[src/hw/rtl/dcc_pkg.sv]
package dcc_pkg;

    typedef enum logic [1:0] {
        REQ_CTRL = 2'd0,
        REQ_TRIG = 2'd1,
        REQ_STEP = 2'd2
    } req_type_t;

    typedef enum logic [1:0] {
        TRIG_HBLANK = 2'd0,
        TRIG_VBLANK = 2'd1,
        TRIG_FIFO_A = 2'd2,
        TRIG_FIFO_B = 2'd3
    } trig_kind_t;

    typedef enum logic [1:0] {
        TIME_NOW     = 2'd0,
        TIME_VBLANK  = 2'd1,
        TIME_HBLANK  = 2'd2,
        TIME_SPECIAL = 2'd3
    } timing_t;

    typedef enum logic [1:0] {
        ADDR_INC    = 2'd0,
        ADDR_DEC    = 2'd1,
        ADDR_FIXED  = 2'd2,
        ADDR_RELOAD = 2'd3
    } addr_mode_t;

    typedef enum logic [1:0] {
        CFG_SRC   = 2'd0,
        CFG_DST   = 2'd1,
        CFG_COUNT = 2'd2,
        CFG_CHAN  = 2'd3
    } cfg_index_t;

    localparam int unsigned ADDR_W  = 28;
    localparam int unsigned PTR_W   = 32;
    localparam int unsigned COUNT_W = 17;
    localparam int unsigned CTRL_W  = 16;
    localparam int unsigned PADDR_W = 4;

    localparam logic [1:0] LAST_CHANNEL = 2'd3;

    localparam logic [ADDR_W-1:0]  FIFO_A_ADDR = 28'h40000A0;
    localparam logic [ADDR_W-1:0]  FIFO_B_ADDR = 28'h40000A4;
    localparam logic [ADDR_W-1:0]  MASK_27     = 28'h7FFFFFF;
    localparam logic [15:0]        MASK_14     = 16'h3FFF;
    localparam logic [COUNT_W-1:0] MAX_COUNT_SHORT = 17'h04000;
    localparam logic [COUNT_W-1:0] MAX_COUNT_LONG  = 17'h10000;
    localparam logic [COUNT_W-1:0] FIFO_BURST      = 17'd4;

    localparam int unsigned BIT_DMODE  = 5;
    localparam int unsigned BIT_SMODE  = 7;
    localparam int unsigned BIT_REPEAT = 9;
    localparam int unsigned BIT_WORD   = 10;
    localparam int unsigned BIT_TIMING = 12;
    localparam int unsigned BIT_IRQ    = 14;
    localparam int unsigned BIT_ENABLE = 15;

    typedef struct packed {
        logic [CTRL_W-1:0] control_value;
        logic              start_request;
        logic              xfer_valid;
        logic              xfer_word32;
        logic [PTR_W-1:0]  src_addr;
        logic [PTR_W-1:0]  dst_addr;
        logic              seq_access;
        logic              block_done;
        logic              irq_request;
    } rsp_t;

    function automatic logic [3:0] mode_delta(input addr_mode_t mode, input logic word);
        logic [3:0] unit;
        unit = word ? 4'd4 : 4'd2;
        unique case (mode)
            ADDR_DEC:   mode_delta = 4'd0 - unit;
            ADDR_FIXED: mode_delta = 4'd0;
            default:    mode_delta = unit;
        endcase
    endfunction

    function automatic logic [PTR_W-1:0] sext4(input logic [3:0] d);
        sext4 = {{(PTR_W-4){d[3]}}, d};
    endfunction

endpackage

[src/hw/rtl/dma_channel_controller_unit.sv]
// One DMA channel sequencer: it produces transfer addresses and control
// status, but does not move data itself.
// Configuration (source, destination, unit count, channel number) is written
// over the APB port; pready is always high. The user must write it only
// while the channel is idle, which the block does not enforce. Requests
// enter on req_type/byte_lane/write_byte/trigger_kind with in_valid and
// in_stall. A request is a control byte write, a trigger event or a transfer
// step. Each request produces exactly one response on the out_* handshake,
// carrying the control value, start and done flags, the address pair and the
// interrupt request. Responses are registered. One request can be accepted
// every cycle while in_stall is low, because all work is one pass of adders
// and compares on the channel registers.
// When the receiver stalls, the response holds and one more response is
// kept in a skid register; in_stall rises only while that skid is full.
// Reset clears the configuration, the control register, the pointers and
// the count to zero and empties both response registers.
module dma_channel_controller_unit
(
    input  logic                         clk,
    input  logic                         rst_n,

    input  logic                         psel,
    input  logic                         penable,
    input  logic                         pwrite,
    input  logic [dcc_pkg::PADDR_W-1:0]  paddr,
    input  logic [31:0]                  pwdata,
    output logic [31:0]                  prdata,
    output logic                         pready,

    input  logic                         in_valid,
    output logic                         in_stall,
    input  logic [1:0]                   req_type,
    input  logic                         byte_lane,
    input  logic [7:0]                   write_byte,
    input  logic [1:0]                   trigger_kind,

    output logic                         out_valid,
    input  logic                         out_stall,
    output logic [15:0]                  control_value,
    output logic                         start_request,
    output logic                         xfer_valid,
    output logic                         xfer_word32,
    output logic [31:0]                  src_addr,
    output logic [31:0]                  dst_addr,
    output logic                         seq_access,
    output logic                         block_done,
    output logic                         irq_request
);

    logic [dcc_pkg::ADDR_W-1:0]  src_cfg_reg;
    logic [dcc_pkg::ADDR_W-1:0]  dst_cfg_reg;
    logic [15:0]                 count_cfg_reg;
    logic [1:0]                  chan_cfg_reg;

    logic [dcc_pkg::CTRL_W-1:0]  control_reg,    control_next;
    logic [dcc_pkg::COUNT_W-1:0] remain_reg,     remain_next;
    logic                        word_reg,       word_next;
    logic                        moved_reg,      moved_next;
    logic [dcc_pkg::PTR_W-1:0]   src_ptr_reg,    src_ptr_next;
    logic [dcc_pkg::PTR_W-1:0]   dst_ptr_reg,    dst_ptr_next;
    logic [dcc_pkg::PTR_W-1:0]   dst_origin_reg, dst_origin_next;
    logic [3:0]                  src_delta_reg,  src_delta_next;
    logic [3:0]                  dst_delta_reg,  dst_delta_next;

    dcc_pkg::rsp_t               out_data_reg;
    dcc_pkg::rsp_t               skid_data_reg;
    logic                        out_valid_reg;
    logic                        skid_valid_reg;
    dcc_pkg::rsp_t               rsp;

    logic                        cfg_write;
    logic                        in_accept;
    logic                        out_take;
    logic                        out_free;

    logic                        is_ch3;
    logic [15:0]                 count_masked;
    logic [dcc_pkg::COUNT_W-1:0] full_count;
    logic [dcc_pkg::PTR_W-1:0]   src_start;
    logic [dcc_pkg::PTR_W-1:0]   dst_start;
    logic [dcc_pkg::CTRL_W-1:0]  ctrl_written;
    dcc_pkg::timing_t            timing;
    dcc_pkg::addr_mode_t         dst_mode;
    logic                        trig_run;
    logic [dcc_pkg::COUNT_W-1:0] remain_after;

    assign pready    = 1'b1;
    assign cfg_write = psel && penable && pwrite && pready;

    always_comb
    begin
        unique case (dcc_pkg::cfg_index_t'(paddr[3:2]))
            dcc_pkg::CFG_SRC:   prdata = {4'd0, src_cfg_reg};
            dcc_pkg::CFG_DST:   prdata = {4'd0, dst_cfg_reg};
            dcc_pkg::CFG_COUNT: prdata = {16'd0, count_cfg_reg};
            dcc_pkg::CFG_CHAN:  prdata = {30'd0, chan_cfg_reg};
            default:            prdata = 32'd0;
        endcase
    end

    always_ff @(posedge clk or negedge rst_n)
    begin
        if (!rst_n)
        begin
            src_cfg_reg   <= '0;
            dst_cfg_reg   <= '0;
            count_cfg_reg <= '0;
            chan_cfg_reg  <= '0;
        end
        else if (cfg_write)
        begin
            unique case (dcc_pkg::cfg_index_t'(paddr[3:2]))
                dcc_pkg::CFG_SRC:   src_cfg_reg   <= pwdata[dcc_pkg::ADDR_W-1:0];
                dcc_pkg::CFG_DST:   dst_cfg_reg   <= pwdata[dcc_pkg::ADDR_W-1:0];
                dcc_pkg::CFG_COUNT: count_cfg_reg <= pwdata[15:0];
                dcc_pkg::CFG_CHAN:  chan_cfg_reg  <= pwdata[1:0];
                default:            chan_cfg_reg  <= chan_cfg_reg;
            endcase
        end
    end

    // Start values derived from the configuration and the channel number.
    assign is_ch3       = (chan_cfg_reg == dcc_pkg::LAST_CHANNEL);
    assign count_masked = is_ch3 ? count_cfg_reg : (count_cfg_reg & dcc_pkg::MASK_14);
    assign full_count   = (count_masked != 16'd0) ? {1'b0, count_masked}
                        : (is_ch3 ? dcc_pkg::MAX_COUNT_LONG : dcc_pkg::MAX_COUNT_SHORT);
    assign src_start    = {4'd0, (chan_cfg_reg == 2'd0) ? (src_cfg_reg & dcc_pkg::MASK_27)
                                                         : src_cfg_reg};
    assign dst_start    = {4'd0, is_ch3 ? dst_cfg_reg : (dst_cfg_reg & dcc_pkg::MASK_27)};

    assign ctrl_written = byte_lane ? {write_byte, control_reg[7:0]}
                                    : {control_reg[15:8], write_byte};
    assign timing       = dcc_pkg::timing_t'(control_reg[dcc_pkg::BIT_TIMING +: 2]);
    assign dst_mode     = dcc_pkg::addr_mode_t'(control_reg[dcc_pkg::BIT_DMODE +: 2]);
    assign remain_after = (remain_reg != '0) ? remain_reg - dcc_pkg::COUNT_W'(1) : remain_reg;

    always_comb
    begin
        trig_run = 1'b0;
        if (control_reg[dcc_pkg::BIT_ENABLE] && timing != dcc_pkg::TIME_NOW)
        begin
            unique case (dcc_pkg::trig_kind_t'(trigger_kind))
                dcc_pkg::TRIG_HBLANK: trig_run = (timing == dcc_pkg::TIME_HBLANK);
                dcc_pkg::TRIG_VBLANK: trig_run = (timing == dcc_pkg::TIME_VBLANK);
                dcc_pkg::TRIG_FIFO_A: trig_run = (timing == dcc_pkg::TIME_SPECIAL)
                                              && (dst_cfg_reg == dcc_pkg::FIFO_A_ADDR);
                dcc_pkg::TRIG_FIFO_B: trig_run = (timing == dcc_pkg::TIME_SPECIAL)
                                              && (dst_cfg_reg == dcc_pkg::FIFO_B_ADDR);
                default:              trig_run = 1'b0;
            endcase
        end
    end

    always_comb
    begin
        control_next    = control_reg;
        remain_next     = remain_reg;
        word_next       = word_reg;
        moved_next      = moved_reg;
        src_ptr_next    = src_ptr_reg;
        dst_ptr_next    = dst_ptr_reg;
        dst_origin_next = dst_origin_reg;
        src_delta_next  = src_delta_reg;
        dst_delta_next  = dst_delta_reg;
        rsp             = '0;

        unique case (dcc_pkg::req_type_t'(req_type))
            dcc_pkg::REQ_CTRL:
            begin
                control_next = ctrl_written;
                if (!control_reg[dcc_pkg::BIT_ENABLE] && ctrl_written[dcc_pkg::BIT_ENABLE])
                begin
                    remain_next     = full_count;
                    moved_next      = 1'b0;
                    word_next       = ctrl_written[dcc_pkg::BIT_WORD];
                    src_ptr_next    = src_start;
                    dst_ptr_next    = dst_start;
                    dst_origin_next = dst_start;
                    dst_delta_next  = dcc_pkg::mode_delta(
                        dcc_pkg::addr_mode_t'(ctrl_written[dcc_pkg::BIT_DMODE +: 2]),
                        ctrl_written[dcc_pkg::BIT_WORD]);
                    src_delta_next  = dcc_pkg::mode_delta(
                        dcc_pkg::addr_mode_t'(ctrl_written[dcc_pkg::BIT_SMODE +: 2]),
                        ctrl_written[dcc_pkg::BIT_WORD]);
                    rsp.start_request = (ctrl_written[dcc_pkg::BIT_TIMING +: 2]
                                         == dcc_pkg::TIME_NOW);
                end
            end
            dcc_pkg::REQ_TRIG:
            begin
                if (trig_run)
                begin
                    moved_next  = 1'b0;
                    remain_next = full_count;
                    if (dst_mode == dcc_pkg::ADDR_RELOAD)
                    begin
                        dst_ptr_next = dst_origin_reg;
                    end
                    if ((chan_cfg_reg == 2'd1 || chan_cfg_reg == 2'd2)
                        && timing == dcc_pkg::TIME_SPECIAL)
                    begin
                        dst_delta_next = 4'd0;
                        remain_next    = dcc_pkg::FIFO_BURST;
                        word_next      = 1'b1;
                    end
                    rsp.start_request = 1'b1;
                end
            end
            dcc_pkg::REQ_STEP:
            begin
                rsp.seq_access  = moved_reg;
                rsp.xfer_word32 = word_reg;
                remain_next     = remain_after;
                if (remain_reg != '0)
                begin
                    rsp.xfer_valid = 1'b1;
                    rsp.src_addr   = src_ptr_reg;
                    rsp.dst_addr   = dst_ptr_reg;
                    moved_next     = 1'b1;
                    src_ptr_next   = src_ptr_reg + dcc_pkg::sext4(src_delta_reg);
                    dst_ptr_next   = dst_ptr_reg + dcc_pkg::sext4(dst_delta_reg);
                end
                if (remain_after == '0)
                begin
                    if (!control_reg[dcc_pkg::BIT_REPEAT])
                    begin
                        control_next[dcc_pkg::BIT_ENABLE] = 1'b0;
                    end
                    rsp.block_done = 1'b1;
                    if (dst_mode == dcc_pkg::ADDR_RELOAD)
                    begin
                        dst_ptr_next = dst_origin_reg;
                    end
                    rsp.irq_request = control_reg[dcc_pkg::BIT_IRQ];
                end
            end
            default:
            begin
                control_next = control_reg;
            end
        endcase
        rsp.control_value = control_next;
    end

    assign in_accept = in_valid && !in_stall;
    assign out_take  = out_valid_reg && !out_stall;
    assign out_free  = !out_valid_reg || out_take;

    always_ff @(posedge clk or negedge rst_n)
    begin
        if (!rst_n)
        begin
            control_reg    <= '0;
            remain_reg     <= '0;
            word_reg       <= 1'b0;
            moved_reg      <= 1'b0;
            src_ptr_reg    <= '0;
            dst_ptr_reg    <= '0;
            dst_origin_reg <= '0;
            src_delta_reg  <= '0;
            dst_delta_reg  <= '0;
        end
        else if (in_accept)
        begin
            control_reg    <= control_next;
            remain_reg     <= remain_next;
            word_reg       <= word_next;
            moved_reg      <= moved_next;
            src_ptr_reg    <= src_ptr_next;
            dst_ptr_reg    <= dst_ptr_next;
            dst_origin_reg <= dst_origin_next;
            src_delta_reg  <= src_delta_next;
            dst_delta_reg  <= dst_delta_next;
        end
    end

    always_ff @(posedge clk or negedge rst_n)
    begin
        if (!rst_n)
        begin
            out_valid_reg  <= 1'b0;
            skid_valid_reg <= 1'b0;
        end
        else
        begin
            if (in_accept)
            begin
                if (out_free)
                begin
                    out_valid_reg <= 1'b1;
                end
                else
                begin
                    skid_valid_reg <= 1'b1;
                end
            end
            else if (out_free)
            begin
                out_valid_reg  <= skid_valid_reg;
                skid_valid_reg <= 1'b0;
            end
        end
    end

    always_ff @(posedge clk)
    begin
        if (in_accept)
        begin
            if (out_free)
            begin
                out_data_reg <= rsp;
            end
            else
            begin
                skid_data_reg <= rsp;
            end
        end
        else if (out_free && skid_valid_reg)
        begin
            out_data_reg <= skid_data_reg;
        end
    end

    assign in_stall      = skid_valid_reg;
    assign out_valid     = out_valid_reg;
    assign control_value = out_data_reg.control_value;
    assign start_request = out_data_reg.start_request;
    assign xfer_valid    = out_data_reg.xfer_valid;
    assign xfer_word32   = out_data_reg.xfer_word32;
    assign src_addr      = out_data_reg.src_addr;
    assign dst_addr      = out_data_reg.dst_addr;
    assign seq_access    = out_data_reg.seq_access;
    assign block_done    = out_data_reg.block_done;
    assign irq_request   = out_data_reg.irq_request;

    a_skid_needs_out: assert property (@(posedge clk) disable iff (!rst_n)
        skid_valid_reg |-> out_valid_reg)
        else $error("Skid register holds a response while the output register is empty.");

    a_accept_fills_out: assert property (@(posedge clk) disable iff (!rst_n)
        (in_accept && !out_valid_reg) |=> out_valid_reg)
        else $error("Accepted request did not produce a response.");

    a_idle_addr_zero: assert property (@(posedge clk) disable iff (!rst_n)
        (out_valid_reg && !out_data_reg.xfer_valid) |->
            (out_data_reg.src_addr == '0 && out_data_reg.dst_addr == '0))
        else $error("Addresses reported without a transfer.");

    a_done_disables: assert property (@(posedge clk) disable iff (!rst_n)
        (out_valid_reg && out_data_reg.block_done
            && !out_data_reg.control_value[dcc_pkg::BIT_REPEAT])
            |-> !out_data_reg.control_value[dcc_pkg::BIT_ENABLE])
        else $error("Finished block without repeat left the channel enabled.");

endmodule
[config.mk]
export PLATFORM = sky130hd
export DESIGN_NAME = dma_channel_controller_unit
export DESIGN_NICKNAME = d
export VERILOG_FILES = /design/src/hw/rtl/dcc_pkg.sv /design/src/hw/rtl/dma_channel_controller_unit.sv
export SDC_FILE = /design/constraint.sdc
export NUM_CORES = 1
export LEC_CHECK = 0
export ABC_AREA = 1
export BUFFER_PORTS_ARGS = -buffer_cell sky130_fd_sc_hd__buf_2
export CAP_MARGIN = 20
export CORE_UTILIZATION = 46
export DETAILED_ROUTE_END_ITERATION = 6
export GPL_TIMING_DRIVEN = 1
export PLACE_DENSITY = 0.7
export SLEW_MARGIN = 20
export SYNTH_ARGS = -nofsm -noshare
export SYNTH_HDL_FRONTEND = slang
export SYNTH_SLANG_ARGS = --single-unit
[constraint.sdc]
create_clock -name clk -period 11.6 [get_ports clk]
set_clock_uncertainty 0.05 [all_clocks]
set_input_delay 0 -clock clk [delete_from_list [all_inputs] [get_ports clk]]
set_output_delay 0 -clock clk [all_outputs]
set_load 0.02 [all_outputs]
==> flow_metrics.env, run 1 <==
export IMPL_status="complete, no violations"
export IMPL_maxCapViolCount=0
export IMPL_finalCritPeriodShare=0.325
export IMPL_htreeDepth=2
export IMPL_tightestPinTransition_ns=1.01
export IMPL_diodes=0
export IMPL_area_delta_synth_final_pct=16.0
export IMPL_yosysTopAreaCell="dfrtp_1"
export IMPL_netlist_instances=2698
export IMPL_post_synth_top_count_cell="nand2_1"
export IMPL_max_freq_mhz=265
export IMPL_r2r_slack_ns=7.83
export IMPL_die_y_um=217
export IMPL_slew_violations=0
export IMPL_wl_per_cell_um=18.6
export IMPL_end_kind="flop"
export IMPL_core_area_um2=45400
export IMPL_cts_inserted_buffers=43
export IMPL_holdWs_ns=0.0293
export IMPL_root_buffer="clkbuf_16"
export IMPL_vias=19200
export IMPL_path_cells="inv_1 > ha_1 > nand3_1 > nor2_1 > nand2_2 > clkinv_2 > nand2_1 > nand2_1 > nand2_1 > nor2_1 > nand2_1 > nor2_4 > nand2_2 > nand2_1 > inv_2 > nand2_1 > nand2_1 > nand2_1 > nand2_1"
export IMPL_r2r_end="dst_ptr_reg[9]"
export IMPL_wirelength_mm=65.4
export IMPL_portBuffers=165
export IMPL_cts_setup_buffers=0
export IMPL_drc=0
export IMPL_synth_top_area_frac=0.247
export IMPL_track_usage=0.278
export IMPL_gp_congestion=0.930
export IMPL_grt_start_max_net_pins=99
export IMPL_place_area_um2=22500
export IMPL_clkSinkCount=381
export IMPL_cts_buffer_depth=3
export IMPL_die_area_um2=46900
export IMPL_worst_r2r_startpoint="remain_reg[0]"
export IMPL_hold_viol_final=0
export IMPL_worstPathRequired_ns=12.02
export IMPL_final_util=0.541
export IMPL_setup_viol=0
export IMPL_syn_area_per_cell_um2=7.84
export IMPL_initial_core_util=0.466
export IMPL_cpMaxStageDelayCell="nand2_2"
export IMPL_powerDensity_nw_per_um2=254
export IMPL_ioPinCount=177
export IMPL_grt_pass1_vias=18400
export IMPL_syn_cell_area_um2=21200
export IMPL_worst_hold_path_type="input pin to asynchronous set/reset pin"
export IMPL_drt_iter0_drc=2017
export IMPL_arrival_ns=4.19
export IMPL_final_nets=3001
export IMPL_slowest_delay_ns=0.45
export IMPL_path_class="flop to flop"
export IMPL_dr_pass1_iters=6
export IMPL_antenna_found_initial=0
export IMPL_grt_pass1_wl_mm=102
export IMPL_cts_reportedPaths_clkPinSlew_ns=0.06
export IMPL_layout_drive_gt1_share=0.101
export IMPL_cp_common_cell="nand2_1"
export IMPL_largest_register_ffs=86
export IMPL_grt_overflow=0
export IMPL_cp_top_family="simple AND/OR/NAND/NOR gates"
export IMPL_p_leak_uw=0.0117
export IMPL_final_area_um2=24600
export IMPL_avgViaCountPerCell=5.47
export IMPL_slew_headroom=0.327
export IMPL_crit_fanout=28
export IMPL_cp_num_buf_inv=3
export IMPL_synth_edf_count=172
export IMPL_yosys_top_cells_count="940 x nand2_1, 261 x inv_1, 253 x o21ai_0, 211 x nor2_1, 209 x dfrtp_1"
export IMPL_cts_tree="built"
export IMPL_hpwl_mm=46.3
export IMPL_ant_nets=0
export IMPL_clock_latency_ns=0.58
export IMPL_synthTopCellsByArea="dfrtp_1 25%, edfxtp_1 24%, nand2_1 17%"
export IMPL_tns_ns=0
export IMPL_fin_crit_ns=3.77
export IMPL_reg2regPathDepth=19
export IMPL_synthFlopType="dfrtp_1"
export IMPL_rows=78
export IMPL_yosysSeqAreaShare=0.491
export IMPL_rsz0062_at_grt="false"
export IMPL_peakVddDrop_uv=147
export IMPL_startpoint_type="flop"
export IMPL_ys_types=49
export IMPL_ys_ff_latch=381
export IMPL_ys_warn_count=0
export IMPL_fp_dieW_um=217
export IMPL_synth_async_reset_ratio=0.549
report_power, final:
part / internal (µW) / switching (µW) / total, µW
Sequential: 1840 / 284 / 2120
Clock: 885 / 565 / 1450
Combinational: 832 / 1830 / 2660
per-stage QoR:
stage,setup slack (ns),std cells,total power (µW)
6_report,7.83,3506,6230
2_1_floorplan,6.24,2701,3900
3_3_place_gp,7.76,3376,4680
3_5_place_dp,7.74,3376,4720
4_1_cts,7.70,3504,6210
5_1_grt,7.54,3506,6640
worst reg2reg max path, delay by kind of cell, from the launching register on:
family	cells	cell delay, ns
adder cells (fa/ha/maj)	1	0.20
AND/OR/NAND/NOR	15	2.32
buffers and inverters	3	0.72
flip-flops	1	0.38
layer usage:
metal | wire, µm | global-route usage
met1 | 29600 | 0.398
met3 | 4550 | 0.0400
met2 | 28800 | 0.426
met5 | 0 | 0
met4 | 2360 | 0.111
layout by cell type, fill, tap and decap left out, types with 7 or more instances in the layout:
cell and n:
buf_4 19, buf_2 164, inv_1 257, nor2_1 209
o22ai_1 22, xnor2_1 12, o221ai_1 19, o21ai_1 16
dlygate4sd3_1 48, clkbuf_1 8, o211ai_1 7, nand4_1 31
clkinv_1 14, xor2_1 22, nor3_1 14, nand3_1 100
clkbuf_16 44, ha_1 70, clkbuf_8 9, o21ai_0 253
nand3_2 12, a21oi_1 140, edfxtp_1 172, nand2_1 940
dfrtp_1 209
repair_timing:
item                      in CTS  in global routing
hold endpoints to repair     209                  0
hold buffers                  48                  0
resized for setup              0                  0
how the worst max path moves through the flow:
stage / start / to / slack [ns] / depth (start not counted)
floorplan: out_valid / block_done / 6.24 / 3
global placement: dst_cfg_reg[23] / dst_ptr_reg[28] / 7.76 / 14
detailed placement: dst_cfg_reg[23] / dst_ptr_reg[28] / 7.74 / 14
CTS: dst_cfg_reg[23] / dst_ptr_reg[28] / 7.70 / 14
global route: remain_reg[0] / dst_ptr_reg[9] / 7.54 / 19
finish: remain_reg[0] / dst_ptr_reg[9] / 7.83 / 19
cells by family (layout without fill, tap and decap cells):
logic type,Yosys count,after routing,synth area share
other cells,2,5,0.000355
xor+xnor,34,34,0.0141
simple gates,1334,1334,0.255
flops,381,381,0.491
fa+ha+maj,74,74,0.0445
buf+inv,383,588,0.0705
compound gates,490,490,0.125
cell type report:
type                            count  area (µm²)
Clock buffer                       60        1240
Tap cell                          600         751
Fill cell                        4278       20800
Sequential cell                   381       10400
Clock inverter                     20         277
Multi-Input combinational cell   1937        9340
Timing Repair Buffer              235        1520
Inverter                          273        1030
Note: power is estimated with default switching activity, not from simulation.
==> inputs of run 2 (changes only) <==
clock period = 3.5 ns   (was 11.6 ns; I/O delays follow)
==> run 2 against run 1 <==
- worst hold slack got worse by 0.015 ns
- fmax is 23% higher
- non-clock buffer count rose by 27
- largest cell class unchanged
- final area grew 0.32%
- via count is 0.46% lower
- highest routed layer unchanged
- largest power group unchanged
- register-to-register slack got worse by 7.4 ns
- die area unchanged
- combinational power grew to 3.4 times the previous value
- total power increased to 3.3 times the previous value
- critical endpoint is now dst_ptr_reg[18]
==> flow_metrics.env, run 2 (synthesized netlist as in run 1, its figures left out) <==
export IMPL_p_leak_uw=0.0118
export IMPL_mostFrequentLayoutCells="940 x nand2_1, 259 x inv_1, 253 x o21ai_0"
export IMPL_fin_crit_ns=3.06
export IMPL_slew_violations=0
export IMPL_cp_common_cell="nand2_1"
export IMPL_wirelength_mm=64.3
export IMPL_tns_ns=0
export IMPL_powerDensity_nw_per_um2=830
export IMPL_wl_per_cell_um=18.2
export IMPL_track_usage=0.273
export IMPL_path_cells="inv_1 > ha_1 > nand2_1 > nor2_1 > nand3_2 > o21ai_0 > nand3_1 > inv_1 > nand3_1 > nor2_4 > nand2_2 > buf_4 > nand3_2 > nand2_1 > o21ai_1 > nand2_1"
export IMPL_worst_hold_path_type="input pin to flop"
export IMPL_dr_pass1_iters=6
export IMPL_hpwl_mm=47.0
export IMPL_fill_cells=4243
export IMPL_crit_fanout=17
export IMPL_layout_drive_gt1_share=0.107
export IMPL_setup_viol=0
export IMPL_cts_tree="built"
export IMPL_final_area_um2=24600
export IMPL_clkSinkCount=381
export IMPL_core_area_um2=45400
export IMPL_postCtsHoldBufs=47
export IMPL_avgViaCountPerCell=5.42
export IMPL_cts_inserted_buffers=42
export IMPL_cp_num_buf_inv=3
export IMPL_peakVddDrop_uv=543
export IMPL_initial_core_util=0.466
export IMPL_cts_resized=0
export IMPL_arrival_ns=3.45
export IMPL_grt_pass1_wl_mm=100
export IMPL_startpoint_type="flop"
export IMPL_multi_input_comb_area_um2=9340
export IMPL_rows=78
export IMPL_slowest_delay_ns=0.38
export IMPL_dp_slack_ns=0.503
export IMPL_cts_setup_buffers=0
export IMPL_area_delta_synth_final_pct=16.4
export IMPL_gp_congestion=0.928
export IMPL_clock_latency_ns=0.56
export IMPL_die_area_um2=46900
export IMPL_root_buffer="clkbuf_16"
export IMPL_antenna_found_initial=0
export IMPL_cpMaxStageDelayCell="dfrtp_1"
export IMPL_finalCritPeriodShare=0.873
export IMPL_cts_buffer_depth=3
export IMPL_place_area_um2=22800
export IMPL_portBuffers=165
export IMPL_diodes=0
export IMPL_worstPathRequired_ns=3.89
export IMPL_end_kind="flop"
export IMPL_ant_nets=0
export IMPL_slew_headroom=0.324
export IMPL_vias=19100
export IMPL_largest_register_ffs=86
export IMPL_tightestPinTransition_ns=1.01
export IMPL_mostFrequentLayoutCell="nand2_1"
export IMPL_die_y_um=217
export IMPL_hold_viol_final=0
export IMPL_grt_overflow=0
export IMPL_rsz0062_at_grt="false"
export IMPL_maxCapViolCount=0
export IMPL_grt_start_max_net_pins=100
export IMPL_status="complete, no violations"
export IMPL_cts_reportedPaths_clkPinSlew_ns=0.06
export IMPL_grt_pass1_vias=18000
export IMPL_drc=0
export IMPL_final_nets=3027
export IMPL_htreeDepth=2
export IMPL_ioPinCount=177
export IMPL_layout_setup_ws_ns=0.443
export IMPL_cp_top_family="simple AND/OR/NAND/NOR gates"
export IMPL_drt_iter0_drc=1810
export IMPL_max_freq_mhz=327
export IMPL_fp_dieW_um=217
export IMPL_path_class="flop to flop"
export IMPL_seqCellArea_um2=10400
export IMPL_finalPower_uw=20400
run 2: cell count changes in the layout (fill, tap and decap cells not counted), sizes merged:
cell         change
buf             +28
clkbuf           -8
clkinv           -2
clkinvlp         +2
dlygate4sd3      -1
run 2: path summary, 6_finish.rpt:
path | from | cells after the start | slack (ns) | end
max in group asynchronous | rst_n | 3 | 2.39 | dst_ptr_reg[18]
setup reg to reg | remain_reg[0] | 16 | 0.44 | dst_ptr_reg[18]
min in group asynchronous | rst_n | 2 | 0.04 | control_reg[4]
hold reg to reg | dst_cfg_reg[15] | 2 | 0.43 | dst_cfg_reg[15]
setup / recovery | remain_reg[0] | 16 | 0.44 | dst_ptr_reg[18]
hold / removal | in_valid | 5 | 0.01 | in_stall
run 2: where the power goes:
| group | internal (µW) | switching (µW) |
|---|---|---|
| logic | 2870 | 6090 |
| clock network | 2690 | 1800 |
| registers | 6100 | 895 |
run 2: per-layer routing:
metal / global-route usage / up-vias / wire length, µm
met5: 0 / - / 0
met1: 0.407 / 9080 / 29900
met4: 0.0911 / 0 / 1890
met2: 0.409 / 698 / 28000
met3: 0.0354 / 89 / 4550
li1: - / 9223 / -
run 2: cell type report:
type	instances	area share
inverters	273	0.0417
clock inverters	20	0.0110
repair buffers	262	0.0708
well taps	600	0.0305
clock buffers	52	0.0450
flip-flops and latches	381	0.422
multi-input cells	1937	0.379
run 2: worst register-to-register path, cell delays in order, from the launching register on:
cell and delay, ns:
dfrtp_1 0.38, inv_1 0.16, ha_1 0.20, nand2_1 0.06
nor2_1 0.13, nand3_2 0.35, o21ai_0 0.32, nand3_1 0.12
inv_1 0.07, nand3_1 0.12, nor2_4 0.19, nand2_2 0.21
buf_4 0.26, nand3_2 0.07, nand2_1 0.06, o21ai_1 0.13
nand2_1 0.07
run 2: through the flow:
stage | hold slack, ns | instances | utilization
after floorplan | -0.346 | 2701 | -
after global placement | 0.0946 | 3406 | 0.502
after detailed placement | 0.0950 | 3406 | 0.502
after CTS | 0.00301 | 3525 | 0.543
after global routing | 0.0515 | 3525 | 0.543
final | 0.0144 | 3525 | 0.543
==> inputs of run 3 (changes only) <==
PLACE_DENSITY = default   (was 0.7)
==> run 3 against run 2 <==
- largest power group unchanged
- global-route usage grew 0.65 points
- combinational power fell by 1%
- wire length increased by 1.5%
- utilization up 0.14 points
- highest routed layer unchanged
- sequential cell count unchanged
- the run now ends with negative hold slack left
==> flow_metrics.env, run 3 (synthesized netlist as in run 1, its figures left out) <==
export IMPL_arrival_ns=3.51
export IMPL_finalCritPeriodShare=0.871
export IMPL_clock_latency_ns=0.57
export IMPL_clkSinkCount=381
export IMPL_startpoint_type="flop"
export IMPL_final_area_um2=24700
export IMPL_final_nets=3033
export IMPL_worst_hold_path_type="input pin to asynchronous set/reset pin"
export IMPL_cts_resized=0
export IMPL_cp_num_buf_inv=3
export IMPL_grt_overflow=0
export IMPL_ioPinCount=177
export IMPL_tightestPinTransition_ns=1.09
export IMPL_portBuffers=165
export IMPL_mostFrequentLayoutCell="nand2_1"
export IMPL_critPathCapture="dst_ptr_reg[18]"
export IMPL_peakVddDrop_uv=593
export IMPL_path_class="flop to flop"
export IMPL_track_usage=0.280
export IMPL_grt_start_max_net_pins=100
export IMPL_cts_buffer_depth=3
export IMPL_cp_num_cells=14
export IMPL_die_y_um=217
export IMPL_initial_core_util=0.466
export IMPL_reg2regPathDepth=14
export IMPL_wirelength_mm=65.3
export IMPL_rows=78
export IMPL_finalPower_uw=20500
export IMPL_maxCapViolCount=0
export IMPL_drt_iter0_drc=1579
export IMPL_dr_pass1_iters=5
export IMPL_r2r_slack_ns=0.45
export IMPL_root_buffer="clkbuf_16"
export IMPL_end_kind="flop"
export IMPL_multi_input_comb_area_um2=9340
export IMPL_violations="negative hold slack"
export IMPL_fin_crit_ns=3.05
export IMPL_dp_slack_ns=0.487
export IMPL_largest_register_ffs=86
export IMPL_avgViaCountPerCell=5.35
export IMPL_hpwl_mm=48.0
export IMPL_slew_headroom=0.271
export IMPL_cts_reportedPaths_clkPinSlew_ns=0.07
export IMPL_layout_drive_gt1_share=0.111
export IMPL_status="finished, violations left"
export IMPL_max_freq_mhz=328
export IMPL_cpMaxStageDelayCell="o21ai_0"
export IMPL_antenna_found_initial=0
export IMPL_cp_top_family="compound AO/OA/AOI/OAI gates"
export IMPL_setup_viol=0
export IMPL_mostFrequentLayoutCells="940 x nand2_1, 259 x inv_1, 253 x o21ai_0"
export IMPL_fill_cells=4280
export IMPL_die_area_um2=46900
export IMPL_fp_dieW_um=217
export IMPL_cts_tree="built"
export IMPL_gp_congestion=0.946
export IMPL_place_area_um2=22800
export IMPL_layout_setup_ws_ns=0.450
export IMPL_htreeDepth=2
export IMPL_slowest_delay_ns=0.43
export IMPL_ant_nets=0
export IMPL_tns_ns=0
export IMPL_p_leak_uw=0.0118
export IMPL_path_cells="inv_1 > nand4_1 > nor2_1 > nand3_1 > o21ai_0 > nand2_1 > nand2_1 > nand3_1 > inv_1 > o21ai_4 > buf_4 > a21oi_1 > o21ai_1 > nand2_1"
export IMPL_wl_per_cell_um=18.4
export IMPL_vias=18900
export IMPL_worstSetupStartpoint="dst_cfg_reg[22]"
export IMPL_powerDensity_nw_per_um2=829
export IMPL_r2r_end="dst_ptr_reg[18]"
export IMPL_core_area_um2=45400
export IMPL_worst_r2r_startpoint="dst_cfg_reg[22]"
export IMPL_holdWs_ns=-0.0533
export IMPL_seqCellArea_um2=10400
export IMPL_cp_common_cell="nand2_1"
export IMPL_grt_pass1_vias=18000
export IMPL_diodes=0
export IMPL_hold_viol_final=14
export IMPL_drc=0
export IMPL_area_delta_synth_final_pct=16.7
export IMPL_slew_violations=0
export IMPL_grt_pass1_wl_mm=102
export IMPL_worstPathRequired_ns=3.96
export IMPL_crit_fanout=38
export IMPL_rsz0062_at_grt="false"
export IMPL_cts_inserted_buffers=42
run 3: changes by cell type in the layout (fill, tap and decap cells not counted), sizes merged:
cell and delta:
inv +1, clkbuf +5, bufinv -1, buf +6, clkinv +1
run 3: how the worst min path moves through the flow:
stage | start | endpoint | slack, ns | cells after the start
global placement | rst_n | src_ptr_reg[24] | 0.05 | 1
detailed placement | rst_n | src_ptr_reg[22] | 0.05 | 1
CTS | rst_n | src_ptr_reg[22] | 0.0006 | 2
finish | rst_n | src_ptr_reg[22] | -0.05 | 2
floorplan | rst_n | chan_cfg_reg[0] | -0.35 | 0
global route | rst_n | src_ptr_reg[30] | 0.04 | 2
run 3: final cells by class:
cell class / instances / area share
clock buffers: 57 / 0.0473
flip-flops and latches: 381 / 0.421
clock inverters: 21 / 0.0103
repair buffers: 268 / 0.0714
inverters: 273 / 0.0416
well taps: 600 / 0.0304
multi-input cells: 1937 / 0.378
run 3: repair_timing:
action,4_1_cts,5_1_grt
hold buffers,47,0
endpoints found under the hold margin,214,0
setup buffers,0,0
run 3: worst register-to-register path, delay by kind of cell (launching register included):
| kind | cells | cell delay (ns) |
|---|---|---|
| buf+inv | 3 | 0.70 |
| flops | 1 | 0.39 |
| simple gates | 7 | 0.87 |
| compound gates | 4 | 0.97 |
run 3: routing by layer:
metal  vias to the layer above  GRT usage  routed length (µm)
met3                       102     0.0345                4020
met4                         0     0.0854                1910
li1                       9266          -                   -
met1                      8865      0.427               31600
met5                         -          0                   0
met2                       676      0.412               27800
run 3: stage by stage:
| stage | cells | hold slack [ns] | util |
|---|---|---|---|
| 6_report | 3537 | -0.0533 | 0.544 |
| 5_1_grt | 3537 | 0.0400 | 0.544 |
| 4_1_cts | 3537 | 0.000577 | 0.544 |
| 3_5_place_dp | 3412 | 0.0470 | 0.502 |
| 3_3_place_gp | 3412 | 0.0452 | 0.502 |
| 2_1_floorplan | 2701 | -0.346 | - |
run 3: power by group:
part	leakage [µW]	switching (µW)	internal, µW
clock network	0.000693	1860	2720
registers	0.00434	934	6090
logic	0.00677	6000	2870
